$ cat config.mk
export PLATFORM = sky130hd
export DESIGN_NAME = led_effect_mode_engine
export DESIGN_NICKNAME = d
export VERILOG_FILES = /design/src/lem_pkg.sv /design/src/led_effect_mode_engine.sv /design/src/lem_step.sv
export SDC_FILE = /design/constraint.sdc
export NUM_CORES = 1
export LEC_CHECK = 0
export ABC_CLOCK_PERIOD_IN_PS = 10200
export BUFFER_PORTS_ARGS = -buffer_cell sky130_fd_sc_hd__buf_4
export CORE_ASPECT_RATIO = 1.1
export CORE_MARGIN = 2
export CORE_UTILIZATION = 60
export CTS_CLUSTER_DIAMETER = 40
export DETAILED_ROUTE_END_ITERATION = 12
export PLACE_DENSITY = 0.78
export SYNTH_ARGS = -nofsm -noshare
export SYNTH_HDL_FRONTEND = slang
export SYNTH_SLANG_ARGS = --single-unit
$ cat constraint.sdc
create_clock -name clock -period 10.2 [get_ports clock]
set_input_delay 0.51 -clock clock [delete_from_list [all_inputs] [get_ports clock]]
set_output_delay 0.51 -clock clock [all_outputs]
set_load 0.02 [all_outputs]
$ cat src/lem_pkg.sv
// Shared types, mode codes and level helpers for the LED effect mode engine.
// No dependencies; used by every module of the block except lem_checker.
`timescale 1ns / 1ps

package lem_pkg;

   localparam int LEVEL_FP_BITS = 8;
   localparam int LEVEL_W       = 2 * LEVEL_FP_BITS;

   localparam logic [LEVEL_W-1:0] FULL_LEVEL = LEVEL_W'(255 << LEVEL_FP_BITS);
   localparam logic [LEVEL_W-1:0] HALF_LEVEL = LEVEL_W'(255 << (LEVEL_FP_BITS - 1));

   // request kinds
   localparam logic [1:0] KIND_TICK  = 2'd0;
   localparam logic [1:0] KIND_CMD   = 2'd1;
   localparam logic [1:0] KIND_SET   = 2'd2;
   localparam logic [1:0] KIND_NUDGE = 2'd3;

   // mode codes
   localparam logic [4:0] MODE_OFF          = 5'd0;
   localparam logic [4:0] MODE_ON           = 5'd1;
   localparam logic [4:0] MODE_LOW          = 5'd2;
   localparam logic [4:0] MODE_HIGH         = 5'd3;
   localparam logic [4:0] MODE_TOGGLE       = 5'd4;
   localparam logic [4:0] MODE_TOGGLE_MAX   = 5'd5;
   localparam logic [4:0] MODE_TOGGLE_LEVEL = 5'd6;
   localparam logic [4:0] MODE_BLINK        = 5'd7;
   localparam logic [4:0] MODE_BLINK_MAX    = 5'd8;
   localparam logic [4:0] MODE_BLINK_LEVEL  = 5'd9;
   localparam logic [4:0] MODE_STEP_DOWN    = 5'd10;
   localparam logic [4:0] MODE_STEP_UP      = 5'd11;
   localparam logic [4:0] MODE_FADE_DOWN    = 5'd12;
   localparam logic [4:0] MODE_FADE_UP      = 5'd13;
   localparam logic [4:0] MODE_FADE_REVERSE = 5'd14;
   localparam logic [4:0] MODE_OSCILLATE    = 5'd15;
   localparam logic [4:0] MODE_HOLD         = 5'd16;
   localparam logic [4:0] MODE_LAST         = MODE_HOLD;

   // register indexes
   localparam logic [2:0] CSR_LEVEL_MIN     = 3'd0;
   localparam logic [2:0] CSR_LEVEL_MAX     = 3'd1;
   localparam logic [2:0] CSR_LEVEL_STEP    = 3'd2;
   localparam logic [2:0] CSR_USE_PWM       = 3'd3;
   localparam logic [2:0] CSR_INVERT_OUTPUT = 3'd4;
   localparam logic [2:0] CSR_BLINK_PERIOD  = 3'd5;
   localparam logic [2:0] CSR_REFRESH       = 3'd6;

   typedef struct packed {
      logic [7:0]  level_min;
      logic [7:0]  level_max;
      logic [15:0] level_step;
      logic        use_pwm;
      logic        invert_output;
      logic [15:0] blink_period;
      logic [15:0] refresh_interval;
   } cfg_type;

   typedef struct packed {
      logic [1:0]  kind;
      logic [4:0]  mode;
      logic [15:0] phase_count;
      logic [7:0]  step_amount;
      logic [7:0]  new_level;
      logic        nudge_up;
   } item_type;

   typedef struct packed {
      logic [LEVEL_W-1:0] level_fixed;
      logic               direction_up;
      logic [4:0]         requested_mode;
      logic [4:0]         current_mode;
      logic [15:0]        phases_left;
      logic [15:0]        step_interval;
      logic [15:0]        ticks_since_drive;
   } state_type;

   typedef struct packed {
      logic       pin_on;
      logic [7:0] pin_duty;
      logic [7:0] level_now;
      logic [4:0] active_mode;
      logic       accepted;
      logic       updated;
      logic       rising;
      logic       falling;
   } result_type;

   function automatic logic [LEVEL_W-1:0] lvl_up(input logic [LEVEL_W-1:0] level,
                                                 input logic [LEVEL_W-1:0] delta,
                                                 input logic [LEVEL_W-1:0] hi);
      logic [LEVEL_W:0] v;
      v = {1'b0, level} + {1'b0, delta};
      return (v > {1'b0, hi}) ? hi : v[LEVEL_W-1:0];
   endfunction

   function automatic logic [LEVEL_W-1:0] lvl_down(input logic [LEVEL_W-1:0] level,
                                                   input logic [LEVEL_W-1:0] delta,
                                                   input logic [LEVEL_W-1:0] lo);
      logic [LEVEL_W-1:0] d;
      d = level - delta;
      return ((level < delta) || (d < lo)) ? lo : d;
   endfunction

   // digital remap without PWM, then toggle / blink resolved from the running mode
   function automatic logic [4:0] adjust_mode(input logic [4:0] m,
                                              input logic [4:0] cur,
                                              input logic       pwm);
      logic [4:0] r;
      r = m;
      if (!pwm) begin
         if (m inside {MODE_HIGH, MODE_STEP_UP, MODE_FADE_UP}) r = MODE_ON;
         else if (m inside {MODE_LOW, MODE_STEP_DOWN, MODE_FADE_DOWN}) r = MODE_OFF;
         else if (m == MODE_FADE_REVERSE) r = MODE_TOGGLE_MAX;
         else if (m inside {MODE_BLINK_LEVEL, MODE_OSCILLATE}) r = MODE_BLINK_MAX;
         else if (m == MODE_HOLD) r = cur;
      end
      if (m == MODE_TOGGLE) begin
         if (cur inside {MODE_OFF, MODE_ON, MODE_BLINK_MAX}) r = MODE_TOGGLE_MAX;
         else r = MODE_TOGGLE_LEVEL;
      end
      if (m == MODE_BLINK) begin
         if (cur inside {MODE_BLINK_MAX, MODE_BLINK_LEVEL}) r = cur;
         else if (cur inside {MODE_OFF, MODE_ON}) r = MODE_BLINK_MAX;
         else r = MODE_BLINK_LEVEL;
      end
      return r;
   endfunction

endpackage

$ cat src/led_effect_mode_engine.sv
// LED effect mode engine: request register, lem_step logic, state and result registers.
// Path from request accept to rsp_tvalid: request register, then result register.
// Throughput: one request per cycle; a result waiting on rsp_tready stalls the request register and stops intake.
// Reset (synchronous, active high): LED off, modes off, counters cleared, registers defaults.
// Depends on lem_pkg and lem_step.
`timescale 1ns / 1ps

module led_effect_mode_engine
   import lem_pkg::*;
(
   input  logic        clock,
   input  logic        reset,
   input  logic        req_tvalid,
   output logic        req_tready,
   input  logic [39:0] req_tdata,   // mode[4:0], phase_count[20:5], step_amount[28:21],
                                    // new_level[36:29], nudge_up[37], zero pad
   input  logic [1:0]  req_tuser,   // kind
   output logic        rsp_tvalid,
   input  logic        rsp_tready,
   output logic [31:0] rsp_tdata,   // pin_on[0], pin_duty[8:1], level_now[16:9],
                                    // active_mode[21:17], accepted[22], updated[23],
                                    // rising[24], falling[25], zero pad
   input  logic        csr_we,
   input  logic [2:0]  csr_addr,
   input  logic [15:0] csr_wdata
);

   cfg_type    cfg_ff;
   item_type   item_ff, item_in;
   logic       item_valid_ff;
   state_type  state_ff, state_in;
   result_type result_in, result_ff;
   logic       rsp_valid_ff;
   logic       advance;

   assign item_in.kind        = req_tuser;
   assign item_in.mode        = req_tdata[4:0];
   assign item_in.phase_count = req_tdata[20:5];
   assign item_in.step_amount = req_tdata[28:21];
   assign item_in.new_level   = req_tdata[36:29];
   assign item_in.nudge_up    = req_tdata[37];

   assign advance    = item_valid_ff && (!rsp_valid_ff || rsp_tready);
   assign req_tready = !item_valid_ff || advance;

   lem_step u_step (
      .state_q (state_ff),
      .cfg     (cfg_ff),
      .item    (item_ff),
      .state_d (state_in),
      .result  (result_in)
   );

   always_ff @(posedge clock) begin
      if (reset) begin
         cfg_ff.level_min        <= 8'd0;
         cfg_ff.level_max        <= 8'd255;
         cfg_ff.level_step       <= 16'd256;
         cfg_ff.use_pwm          <= 1'b1;
         cfg_ff.invert_output    <= 1'b0;
         cfg_ff.blink_period     <= 16'd1000;
         cfg_ff.refresh_interval <= 16'd10;
      end else if (csr_we) begin
         case (csr_addr)
            CSR_LEVEL_MIN:     cfg_ff.level_min        <= csr_wdata[7:0];
            CSR_LEVEL_MAX:     cfg_ff.level_max        <= csr_wdata[7:0];
            CSR_LEVEL_STEP:    cfg_ff.level_step       <= csr_wdata;
            CSR_USE_PWM:       cfg_ff.use_pwm          <= csr_wdata[0];
            CSR_INVERT_OUTPUT: cfg_ff.invert_output    <= csr_wdata[0];
            CSR_BLINK_PERIOD:  cfg_ff.blink_period     <= csr_wdata;
            CSR_REFRESH:       cfg_ff.refresh_interval <= csr_wdata;
            default: begin
            end
         endcase
      end
   end

   always_ff @(posedge clock) begin
      if (reset) begin
         item_valid_ff <= 1'b0;
      end else if (req_tvalid && req_tready) begin
         item_valid_ff <= 1'b1;
      end else if (advance) begin
         item_valid_ff <= 1'b0;
      end
   end

   always_ff @(posedge clock) begin
      if (req_tvalid && req_tready) begin
         item_ff <= item_in;
      end
   end

   always_ff @(posedge clock) begin
      if (reset) begin
         state_ff.level_fixed       <= '0;
         state_ff.direction_up      <= 1'b0;
         state_ff.requested_mode    <= MODE_OFF;
         state_ff.current_mode      <= MODE_OFF;
         state_ff.phases_left       <= '0;
         state_ff.step_interval     <= '0;
         state_ff.ticks_since_drive <= '0;
      end else if (advance) begin
         state_ff <= state_in;
      end
   end

   always_ff @(posedge clock) begin
      if (reset) begin
         rsp_valid_ff <= 1'b0;
      end else if (advance) begin
         rsp_valid_ff <= 1'b1;
      end else if (rsp_tready) begin
         rsp_valid_ff <= 1'b0;
      end
   end

   always_ff @(posedge clock) begin
      if (advance) begin
         result_ff <= result_in;
      end
   end

   assign rsp_tvalid = rsp_valid_ff;
   assign rsp_tdata  = {6'd0, result_ff.falling, result_ff.rising, result_ff.updated,
                        result_ff.accepted, result_ff.active_mode, result_ff.level_now,
                        result_ff.pin_duty, result_ff.pin_on};

endmodule

$ cat src/lem_step.sv
// Next-state and result logic for one request of the LED effect mode engine.
// Purely combinational; depends on lem_pkg.
`timescale 1ns / 1ps

module lem_step
   import lem_pkg::*;
(
   input  state_type  state_q,
   input  cfg_type    cfg,
   input  item_type   item,
   output state_type  state_d,
   output result_type result
);

   logic [7:0]         lo_w, hi_w;
   logic [LEVEL_W-1:0] lo, hi, mid;
   logic [LEVEL_W-1:0] step_def, cmd_step, nudge_delta;
   logic [15:0]        refresh_eff, bp_eff, blink_half, ticks_inc;
   logic [LEVEL_W-1:0] up_def, dn_def, up_cmd, dn_cmd, up_nudge, dn_nudge;
   logic [LEVEL_W-1:0] tgt, eff16;
   logic [7:0]         eff;

   always_comb begin
      if (cfg.level_min < cfg.level_max) begin
         lo_w = cfg.level_min;
         hi_w = cfg.level_max;
      end else if (cfg.level_min > cfg.level_max) begin
         lo_w = cfg.level_max;
         hi_w = cfg.level_min;
      end else if (cfg.level_min == 8'd0) begin
         lo_w = 8'd0;
         hi_w = 8'd1;
      end else begin
         lo_w = cfg.level_max - 8'd1;
         hi_w = cfg.level_max;
      end
   end

   assign lo          = {lo_w, {LEVEL_FP_BITS{1'b0}}};
   assign hi          = {hi_w, {LEVEL_FP_BITS{1'b0}}};
   assign mid         = lo + ((hi - lo) >> 1);
   assign step_def    = (cfg.level_step == '0) ? LEVEL_W'(1) : cfg.level_step;
   assign refresh_eff = (cfg.refresh_interval == '0) ? 16'd1 : cfg.refresh_interval;
   assign bp_eff      = (cfg.blink_period < 16'd2) ? 16'd2 : cfg.blink_period;
   assign blink_half  = bp_eff >> 1;
   assign ticks_inc   = (state_q.ticks_since_drive == 16'hFFFF) ? 16'hFFFF
                                                                : state_q.ticks_since_drive + 16'd1;
   assign tgt         = {item.new_level, {LEVEL_FP_BITS{1'b0}}};

   // only a mode command or a nudge carries its own step; ticks and level sets use the default
   assign cmd_step    = (item.kind == KIND_CMD && item.step_amount != 8'd0)
                        ? {8'd0, item.step_amount} : step_def;
   assign nudge_delta = (item.step_amount == 8'd0) ? step_def
                        : {item.step_amount, {LEVEL_FP_BITS{1'b0}}};

   assign up_def   = lvl_up(state_q.level_fixed, step_def, hi);
   assign dn_def   = lvl_down(state_q.level_fixed, step_def, lo);
   assign up_cmd   = lvl_up(state_q.level_fixed, cmd_step, hi);
   assign dn_cmd   = lvl_down(state_q.level_fixed, cmd_step, lo);
   assign up_nudge = lvl_up(state_q.level_fixed, nudge_delta, hi);
   assign dn_nudge = lvl_down(state_q.level_fixed, nudge_delta, lo);

   always_comb begin
      state_type          s;
      logic               acc, upd, do_cmp, d, near, at_edge;
      logic [4:0]         spec, set_mode;
      logic [15:0]        phases, pl, pl2;
      logic [LEVEL_W-1:0] nl, bhi, blo;

      s        = state_q;
      acc      = 1'b0;
      upd      = 1'b0;
      do_cmp   = 1'b0;
      spec     = MODE_OFF;
      set_mode = MODE_OFF;
      phases   = '0;
      d        = 1'b0;
      near     = 1'b0;
      at_edge  = 1'b0;
      pl       = '0;
      pl2      = '0;
      nl       = '0;
      bhi      = '0;
      blo      = '0;

      case (item.kind)
         KIND_TICK: begin
            s.ticks_since_drive = ticks_inc;
            if (state_q.step_interval != '0 && ticks_inc >= state_q.step_interval) begin
               do_cmp = 1'b1;
               spec   = state_q.current_mode;
               upd    = 1'b1;
            end
         end
         KIND_CMD: begin
            if (item.mode <= MODE_LAST) begin
               spec   = adjust_mode(item.mode, state_q.current_mode, cfg.use_pwm);
               do_cmp = (spec != state_q.requested_mode);
               phases = item.phase_count;
            end
         end
         KIND_SET: begin
            acc = 1'b1;
            if (item.new_level == 8'd0 || item.new_level == 8'd255 || tgt == lo || tgt == hi) begin
               if (item.new_level == 8'd0) set_mode = MODE_OFF;
               else if (item.new_level == 8'd255) set_mode = MODE_ON;
               else if (tgt == lo) set_mode = MODE_LOW;
               else set_mode = MODE_HIGH;
               spec   = adjust_mode(set_mode, state_q.current_mode, cfg.use_pwm);
               do_cmp = (spec != state_q.requested_mode);
            end else if (cfg.use_pwm) begin
               acc = (tgt >= lo) && (tgt <= hi);
               if (tgt < lo) s.level_fixed = lo;
               else if (tgt > hi) s.level_fixed = hi;
               else s.level_fixed = tgt;
               s.requested_mode    = MODE_HOLD;
               s.current_mode      = MODE_HOLD;
               s.ticks_since_drive = '0;
            end else begin
               acc = 1'b0;
            end
         end
         default: begin
            s.level_fixed = item.nudge_up ? up_nudge : dn_nudge;
         end
      endcase

      if (do_cmp) begin
         s.requested_mode    = spec;
         s.ticks_since_drive = '0;
         case (spec)
            MODE_OFF, MODE_LOW: begin
               s.direction_up  = 1'b0;
               s.level_fixed   = (spec == MODE_OFF) ? '0 : lo;
               s.current_mode  = spec;
               s.step_interval = '0;
            end
            MODE_ON, MODE_HIGH: begin
               s.direction_up  = 1'b1;
               s.level_fixed   = (spec == MODE_ON) ? FULL_LEVEL : hi;
               s.current_mode  = spec;
               s.step_interval = '0;
            end
            MODE_TOGGLE_MAX: begin
               d               = !(state_q.level_fixed > HALF_LEVEL);
               s.direction_up  = d;
               s.level_fixed   = d ? FULL_LEVEL : '0;
               s.current_mode  = d ? MODE_ON : MODE_OFF;
               s.step_interval = '0;
            end
            MODE_TOGGLE_LEVEL: begin
               d               = !(state_q.level_fixed > mid);
               s.direction_up  = d;
               s.level_fixed   = d ? hi : lo;
               s.current_mode  = d ? MODE_HIGH : MODE_LOW;
               s.step_interval = '0;
            end
            MODE_BLINK_MAX, MODE_BLINK_LEVEL: begin
               if (spec == MODE_BLINK_MAX) begin
                  near = state_q.level_fixed > HALF_LEVEL;
                  bhi  = FULL_LEVEL;
                  blo  = '0;
               end else begin
                  near = state_q.level_fixed > mid;
                  bhi  = hi;
                  blo  = lo;
               end
               d              = !near;
               s.direction_up = d;
               s.level_fixed  = d ? bhi : blo;
               pl             = (phases != '0) ? phases : state_q.phases_left;
               pl2            = pl - 16'd1;
               if (pl != '0) begin
                  s.phases_left = pl2;
                  if (pl2 != '0) begin
                     s.current_mode  = spec;
                     s.step_interval = blink_half;
                  end else begin
                     if (spec == MODE_BLINK_MAX) s.current_mode = d ? MODE_ON : MODE_OFF;
                     else s.current_mode = d ? MODE_HIGH : MODE_LOW;
                     s.step_interval = '0;
                  end
               end else begin
                  s.phases_left   = '0;
                  s.current_mode  = spec;
                  s.step_interval = blink_half;
               end
            end
            MODE_STEP_DOWN: begin
               s.direction_up  = 1'b0;
               s.level_fixed   = dn_cmd;
               s.current_mode  = (dn_cmd == lo) ? MODE_LOW : MODE_HOLD;
               s.step_interval = '0;
            end
            MODE_STEP_UP: begin
               s.direction_up  = 1'b1;
               s.level_fixed   = up_cmd;
               s.current_mode  = (up_cmd == hi) ? MODE_HIGH : MODE_HOLD;
               s.step_interval = '0;
            end
            MODE_FADE_DOWN, MODE_FADE_UP, MODE_FADE_REVERSE: begin
               if (spec == MODE_FADE_DOWN) d = 1'b0;
               else if (spec == MODE_FADE_UP) d = 1'b1;
               else d = !state_q.direction_up;
               s.direction_up = d;
               if (d) begin
                  s.level_fixed   = up_def;
                  s.current_mode  = (up_def == hi) ? MODE_HIGH : MODE_FADE_UP;
                  s.step_interval = (up_def == hi) ? 16'd0 : refresh_eff;
               end else begin
                  s.level_fixed   = dn_def;
                  s.current_mode  = (dn_def == lo) ? MODE_LOW : MODE_FADE_DOWN;
                  s.step_interval = (dn_def == lo) ? 16'd0 : refresh_eff;
               end
            end
            MODE_OSCILLATE: begin
               // reverse first when sitting on a bound, then step
               d = (state_q.level_fixed == lo || state_q.level_fixed == hi)
                   ? !state_q.direction_up : state_q.direction_up;
               nl             = d ? up_def : dn_def;
               s.direction_up = d;
               s.level_fixed  = nl;
               pl             = (phases != '0) ? phases : state_q.phases_left;
               pl2            = pl - 16'd1;
               at_edge        = (nl == lo) || (nl == hi);
               if (pl != '0 && at_edge) begin
                  s.phases_left = pl2;
                  if (pl2 != '0) begin
                     s.current_mode  = MODE_OSCILLATE;
                     s.step_interval = refresh_eff;
                  end else begin
                     s.current_mode  = d ? MODE_HIGH : MODE_LOW;
                     s.step_interval = '0;
                  end
               end else begin
                  s.phases_left   = pl;
                  s.current_mode  = MODE_OSCILLATE;
                  s.step_interval = refresh_eff;
               end
            end
            MODE_HOLD: begin
               s.current_mode  = MODE_HOLD;
               s.step_interval = '0;
            end
            default: begin
            end
         endcase
      end

      state_d         = s;
      result.accepted = acc;
      result.updated  = upd;
   end

   assign eff16              = cfg.invert_output ? (FULL_LEVEL - state_d.level_fixed)
                                                 : state_d.level_fixed;
   assign eff                = eff16[LEVEL_W-1:LEVEL_FP_BITS];
   assign result.pin_on      = (eff != 8'd0);
   assign result.pin_duty    = (eff == 8'd0) ? 8'd0 : (cfg.use_pwm ? eff : 8'd255);
   assign result.level_now   = state_d.level_fixed[LEVEL_W-1:LEVEL_FP_BITS];
   assign result.active_mode = state_d.current_mode;
   assign result.rising      = (state_d.step_interval != '0) && state_d.direction_up;
   assign result.falling     = (state_d.step_interval != '0) && !state_d.direction_up;

endmodule

-- Word level (Yosys, flattened, before mapping)
Cells that the tools add are included.
W data, S select, Z words.
- add/sub/neg operators: 12
- order comparisons: 20
- equal/unequal tests: 66
- multiplexer cells: 119
- reductions and logical operators: 74
- operators by type and width (cell ; count):
    $mux W16 ; 36
    $mux W5 ; 34
    $pmux W17 S9 ; 1
    $eq A16 B16 Y1 ; 8
    $eq A5 B4 Y1 const B ; 24
    $lt A16 B16 Y1 ; 7
    $pmux W16 S2 ; 3
    $reduce_bool A16 Y1 ; 5
    $mux W75 ; 1
    $mux W37 ; 2
    $pmux W16 S4 ; 1
    $sub A16 B16 Y16 ; 4
    $mux W8 ; 7
    $add A16 B16 Y17 ; 3
    $gt A17 B16 Y1 ; 3
    $pmux W5 S9 ; 1
    $ge A16 B16 Y1 ; 2
    $gt A16 B16 Y1 ; 2
    $logic_not A16 Y1 ; 2
    $logic_not A8 Y1 ; 4
    $eq A5 B2 Y1 const B ; 6
    $eq A5 B3 Y1 const B ; 6
    $mux W10 ; 3
    $mux W1 ; 24
    46 further kinds ; 102
- flip-flop bits (word level): 209
- bits of input ports: 66
- output and inout port bits: 34
- logic and storage cells: 321

-- Logic depth before layout (Yosys ltp)
- depth after elaboration: 36
- depth in mapped cells: 41
- mapped depth without buffers: 38

-- Hierarchy
Synthesis repeated with hierarchy kept, for this count alone.
- cells, all modules: 3161
- area total of the unflattened synthesis: 24023.0 um^2
- by module, submodules not included (module ; instances ; cells an instance ; area each (um^2) ; seq. area each (um^2)):
    lem_step ; 1 ; 2462 ; 16178.0 ; 0.0
    led_effect_mode_engine ; 1 ; 699 ; 7845.0 ; 4844.6

-- Worst setup path before layout
OpenSTA, ideal clock, no wires.
- kind: flip-flop to flip-flop
- start point: register item_ff[16] in the netlist's numbering
- end point: register result_ff, in the netlist rsp_tdata[2], data pin
- setup time: 0.155 ns
- arrival time: 7.513 ns
- required time: 10.045 ns
- setup slack: 2.532 ns
- cell stages (with the launch flop): 37
- path buffers: 5
- period minus slack after synthesis: 7.668 ns
- cells stage by stage: edfxtp_1 nor4_1 nand2_1 nor3_1 nand2b_1 clkbuf_1 clkbuf_1 a21oi_1 ha_1 fa_1 a211oi_1 o21ai_0 and4_1 o41ai_1 nor2_1 o21ai_0 nand2_1 xnor2_1 inv_1 ha_1 nand4_1 nor3b_1 nand4_1 o21ai_0 and2_1 clkbuf_1 clkbuf_1 a21oi_1 o21ai_0 o32ai_1 a311oi_1 and4b_4 o21ai_2 xnor2_1 a41o_1 buf_6 a22oi_2
- cells in the longest elaborated chain, start to end: 13
- elaborated cells between the ends (all ways): 29
- classes of those cells: 5 x add/sub; 6 x order compare; 12 x mux; 6 x reduce/logical
- RTL lines (element ; RTL line ; RTL):
    start, declared ; led_effect_mode_engine.sv:29 ; item_type item_ff, item_in;
    start signal, assigned ; led_effect_mode_engine.sv:90 ; item_ff <= item_in;
    $logic_not A8 Y1 ; lem_step.sv:53 ; assign nudge_delta = (item.step_amount == 8'd0) ? step_def
    $mux W16 ; lem_step.sv:53 ;
    $sub A16 B16 Y16 ; lem_pkg.sv:100 ; d = level - delta;
    $lt A16 B16 Y1 ; lem_pkg.sv:101 ; return ((level < delta) || (d < lo)) ? lo : d;
    $logic_or A1 B1 Y1 ; lem_pkg.sv:101 ;
    $mux W16 ; lem_pkg.sv:101 ;
    $mux W16 ; lem_step.sv:124 ; s.level_fixed = item.nudge_up ? up_nudge : dn_nudge;
    $pmux W16 S2 ; lem_step.sv:86 ; case (item.kind)
    $pmux W17 S9 ; lem_step.sv:131 ; case (spec)
    $mux W75 * ; lem_step.sv:128 ; if (do_cmp) begin
    $sub A16 B16 Y16 ; lem_step.sv:255 ; assign eff16 = cfg.invert_output ? (FULL_LEVEL - state_d.level_fixed)
    $mux W16 * ; lem_step.sv:255 ;
    $logic_not A8 Y1 or $mux W8 (tied branches) ; lem_step.sv:259 ; assign result.pin_duty = (eff == 8'd0) ? 8'd0 : (cfg.use_pwm ? eff : 8'd255);
    end signal, assigned ; led_effect_mode_engine.sv:120 ; result_ff <= result_in;
    end, declared ; led_effect_mode_engine.sv:32 ; result_type result_in, result_ff;
Every way passes the cells marked *; elsewhere a longest branch is shown, timed or not.
A chain may end at the register's enable or synchronous reset.

==> results by group <==
Yosys
  • Syn Std Cell Area: 0.0228 mm²
  • Yosys cell types: 116
  • Sequential fraction of the synthesis area: 0.212
  • Post-synth EDFFs: 66
  • Synth Area per Inst: 7.50 µm²
  • Yosys reg bits: 208
  • Share of flip-flops with an asynchronous set or reset: 0
  • Main synth FF type: dfxtp_1
  • Synth Instances: 3034
  • Ys Warns: 0

Die
  • I/O pin count: 100
  • Core Footprint: 0.0372 mm²
  • Initial Utilization: 0.611
  • Die Ht: 208 µm
  • Die ar.: 0.0395 mm²
  • DIE WIDTH: 190 µm
  • Row Count: 74

Critical path
  • Critical Path Source Type: flop
  • Crit path buf inv count: 4
  • Worst Setup End Kind: flop
  • Setup crit start: item_ff[16]$_DFFE_PP_
  • CP Class: flop to flop
  • Crit-path max cell delay: 0.68 ns
  • Cell family with most CP delay: compound AO/OA/AOI/OAI gates
  • Critical path data arrival time: 9.66 ns
  • FF-to-FF setup slack: 0.81 ns
  • RR Startpoint: item_ff[16]$_DFFE_PP_
  • Slowest-stage cell, CP: and2_1
  • Worst EP required: 10.47 ns
  • Crit path max fanout: 19

CTS
  • Number of H-tree levels: 1
  • Reg clk slew, reported paths: 0.06 ns
  • Clock sink total: 208
  • Max Root-Sink Buffers: 3
  • Postcts setup bufs: 0
  • CTS Buf Count: 30
  • Post_cts resized: 0
  • Root Driver: clkbuf_16
  • Cts hold-fix bufs: 0
  • Clock Latency Late Sink: 0.57 ns
  • CTS tree: done

Timing
  • Post-route clock period utilization: 0.920
  • Final hold slack: 0.117 ns
  • Worst slew pin tran: 1.19 ns
  • Slew HR: 0.199
  • Hold Fails Final Rpt: 0
  • Fin Setup TNS: 0 ns
  • Peak Freq: 0.107 GHz
  • RSZ-0062 raised after global routing: false
  • Final max-slew violation count: 0
  • Min Clock Period, post-route: 9.39 ns
  • Layout Skew: 0.0139 ns
  • Setup ws final: 0.812 ns
  • Final setup fails: 0

Global routing
  • Global-route wire length before repair: 135000 µm
  • Number of global-route vias before repair: 23300
  • Tot GR Track Use: 0.441
  • GRT overflow: 0
  • Pin count of the biggest net entering global routing: 72
  • Initial antenna violation count: 0

Power
  • Power per cell area: 120 mW/mm²
  • Worst vdd ir: 0.157 mV
  • Pleak: 10.1 nW

Placement
  • Gpl congestion: 1.09
  • Place WS: 1.05 ns
  • Placed cells: 3501
  • Dpl hpwl: 67600 µm
  • Placed inst area: 0.0237 mm²
  • Port Buffer Count: 91

Drt
  • Via/cell ratio: 6.97
  • Avg WL per Cell: 25.2 µm
  • DRC Markers: 0
  • Detail Route Antenna Nets: 0
  • Drt first pass iters: 8
  • DR iter-0 viols: 3043
  • Vias post-DR: 24800
  • Final wirelength: 89700 µm

Finish
  • Share of layout cells above drive strength 1: 0.0996
  • Fill cells: 3216
  • Synthesis-to-layout area growth: 8.64%
  • N_diodes: 0
  • Nets: 3317
  • Post-route cell area: 0.0247 mm²
  • Cell Count, Final, Fillers Out: 3555

Hold path
  • Hold path start: req_tdata[13]
  • Worst Hold Class: input port to flop

Job
  • Total of max-cap violations: 0

Status
  • Run status: finished, final reports clean
worst register-to-register path: cells and delay by family, from the launching register on:
kind,cells,cell delay (ns)
xor+xnor,1,0.28
mux,1,0.33
compound gates,10,3.14
simple gates,13,3.14
buf+inv,4,0.70
fa+ha+maj,3,1.07
flops,1,0.45
power breakdown:
group | internal (W) | switching, W | total [W]
registers | 0.000893 | 0.0000409 | 0.000934
logic | 0.000367 | 0.000641 | 0.00101
clock network | 0.000616 | 0.000417 | 0.00103
per-layer routing:
metal / global-route usage / part of all wire / wire length, µm / up-vias
li1: - / - / - / 11100
met1: 0.530 / 0.37 / 33100 / 11600
met2: 0.696 / 0.44 / 39000 / 1558
met3: 0.0973 / 0.11 / 9640 / 505
met4: 0.316 / 0.089 / 7950 / 0
met5: 0 / 0 / 0 / -
area by class of cell:
class / count / area (µm²) / area share
clock inverter: 19 / 199 / 0.00805
clock buffer: 35 / 791 / 0.0320
sequential: 208 / 4820 / 0.195
inverter: 189 / 711 / 0.0288
tap: 494 / 618 / 0.0250
multi-input combinational: 2461 / 16500 / 0.666
timing repair buffer: 149 / 1120 / 0.0453
cell usage after synthesis (22+ instances only):
master	n	area share
nand2_1	366	0.060
a21oi_1	270	0.059
nor2_1	253	0.042
ha_1	205	0.11
inv_1	173	0.029
dfxtp_1	142	0.12
o21ai_0	140	0.031
clkbuf_1	139	0.023
xnor2_1	133	0.051
nor3_1	91	0.020
nand3_1	90	0.020
edfxtp_1	66	0.087
mux2i_1	48	0.021
nor2b_1	41	0.011
a211oi_1	40	0.013
a221oi_1	40	0.015
nand4_1	37	0.010
nor4_1	36	0.0099
nand2b_1	34	0.0093
a21o_1	30	0.0099
o211ai_1	30	0.0099
and3_1	29	0.0080
xor2_1	27	0.010
a31oi_1	26	0.0071
o21bai_1	25	0.0082
or3_1	25	0.0069
a22o_1	22	0.0085
mux2_2	22	0.011
o21a_1	22	0.0073
cell usage in the layout (no fill, tap or decap), types with 33 or more instances in the layout:
master,count
a21oi_1,269
o21ai_0,139
nand2b_1,33
nand2_1,366
edfxtp_1,66
a221oi_1,40
ha_1,205
nor2b_1,41
nor3_1,90
nand3_1,90
xnor2_1,133
nand4_1,37
inv_1,172
nor2_1,253
mux2i_1,48
nor4_1,36
dfxtp_1,142
a211oi_1,39
buf_4,149
worst paths after layout:
kind / end / cells after the start
min reg2reg: cfg_ff[34]$_SDFFE_PP0P_ / 2
max reg2reg: rsp_tdata[6]$_SDFFCE_PN0P_ / 32
max: rsp_tdata[6]$_SDFFCE_PN0P_ / 32
min: item_ff[25]$_DFFE_PP_ / 1
sequential cells by signal, summed over array words and instances, names as in the netlist:
signal         flops
item_ff           40
rsp_tvalid         1
rsp_tdata         26
cfg_ff            65
state_ff          75
item_valid_ff      1
through the flow:
step,power [W],util
2_1_floorplan,0.00163,-
3_5_place_dp,0.00191,0.637
3_3_place_gp,0.00189,0.637
5_1_grt,0.00307,0.664
6_report,0.00297,0.664
4_1_cts,0.00294,0.664
cell families after synthesis:
group / Yosys count / share of synthesized area
AOI/OAI and AO/OA: 902 / 0.272
xor gates and xnor gates: 161 / 0.0628
adders and majority gates: 215 / 0.120
buffers and inverters: 370 / 0.0665
DFF: 208 / 0.212
muxes: 71 / 0.0326
other: 1 / 0.000165
and+or+nand+nor: 1106 / 0.234
Note: power is estimated with default switching activity, not from simulation.
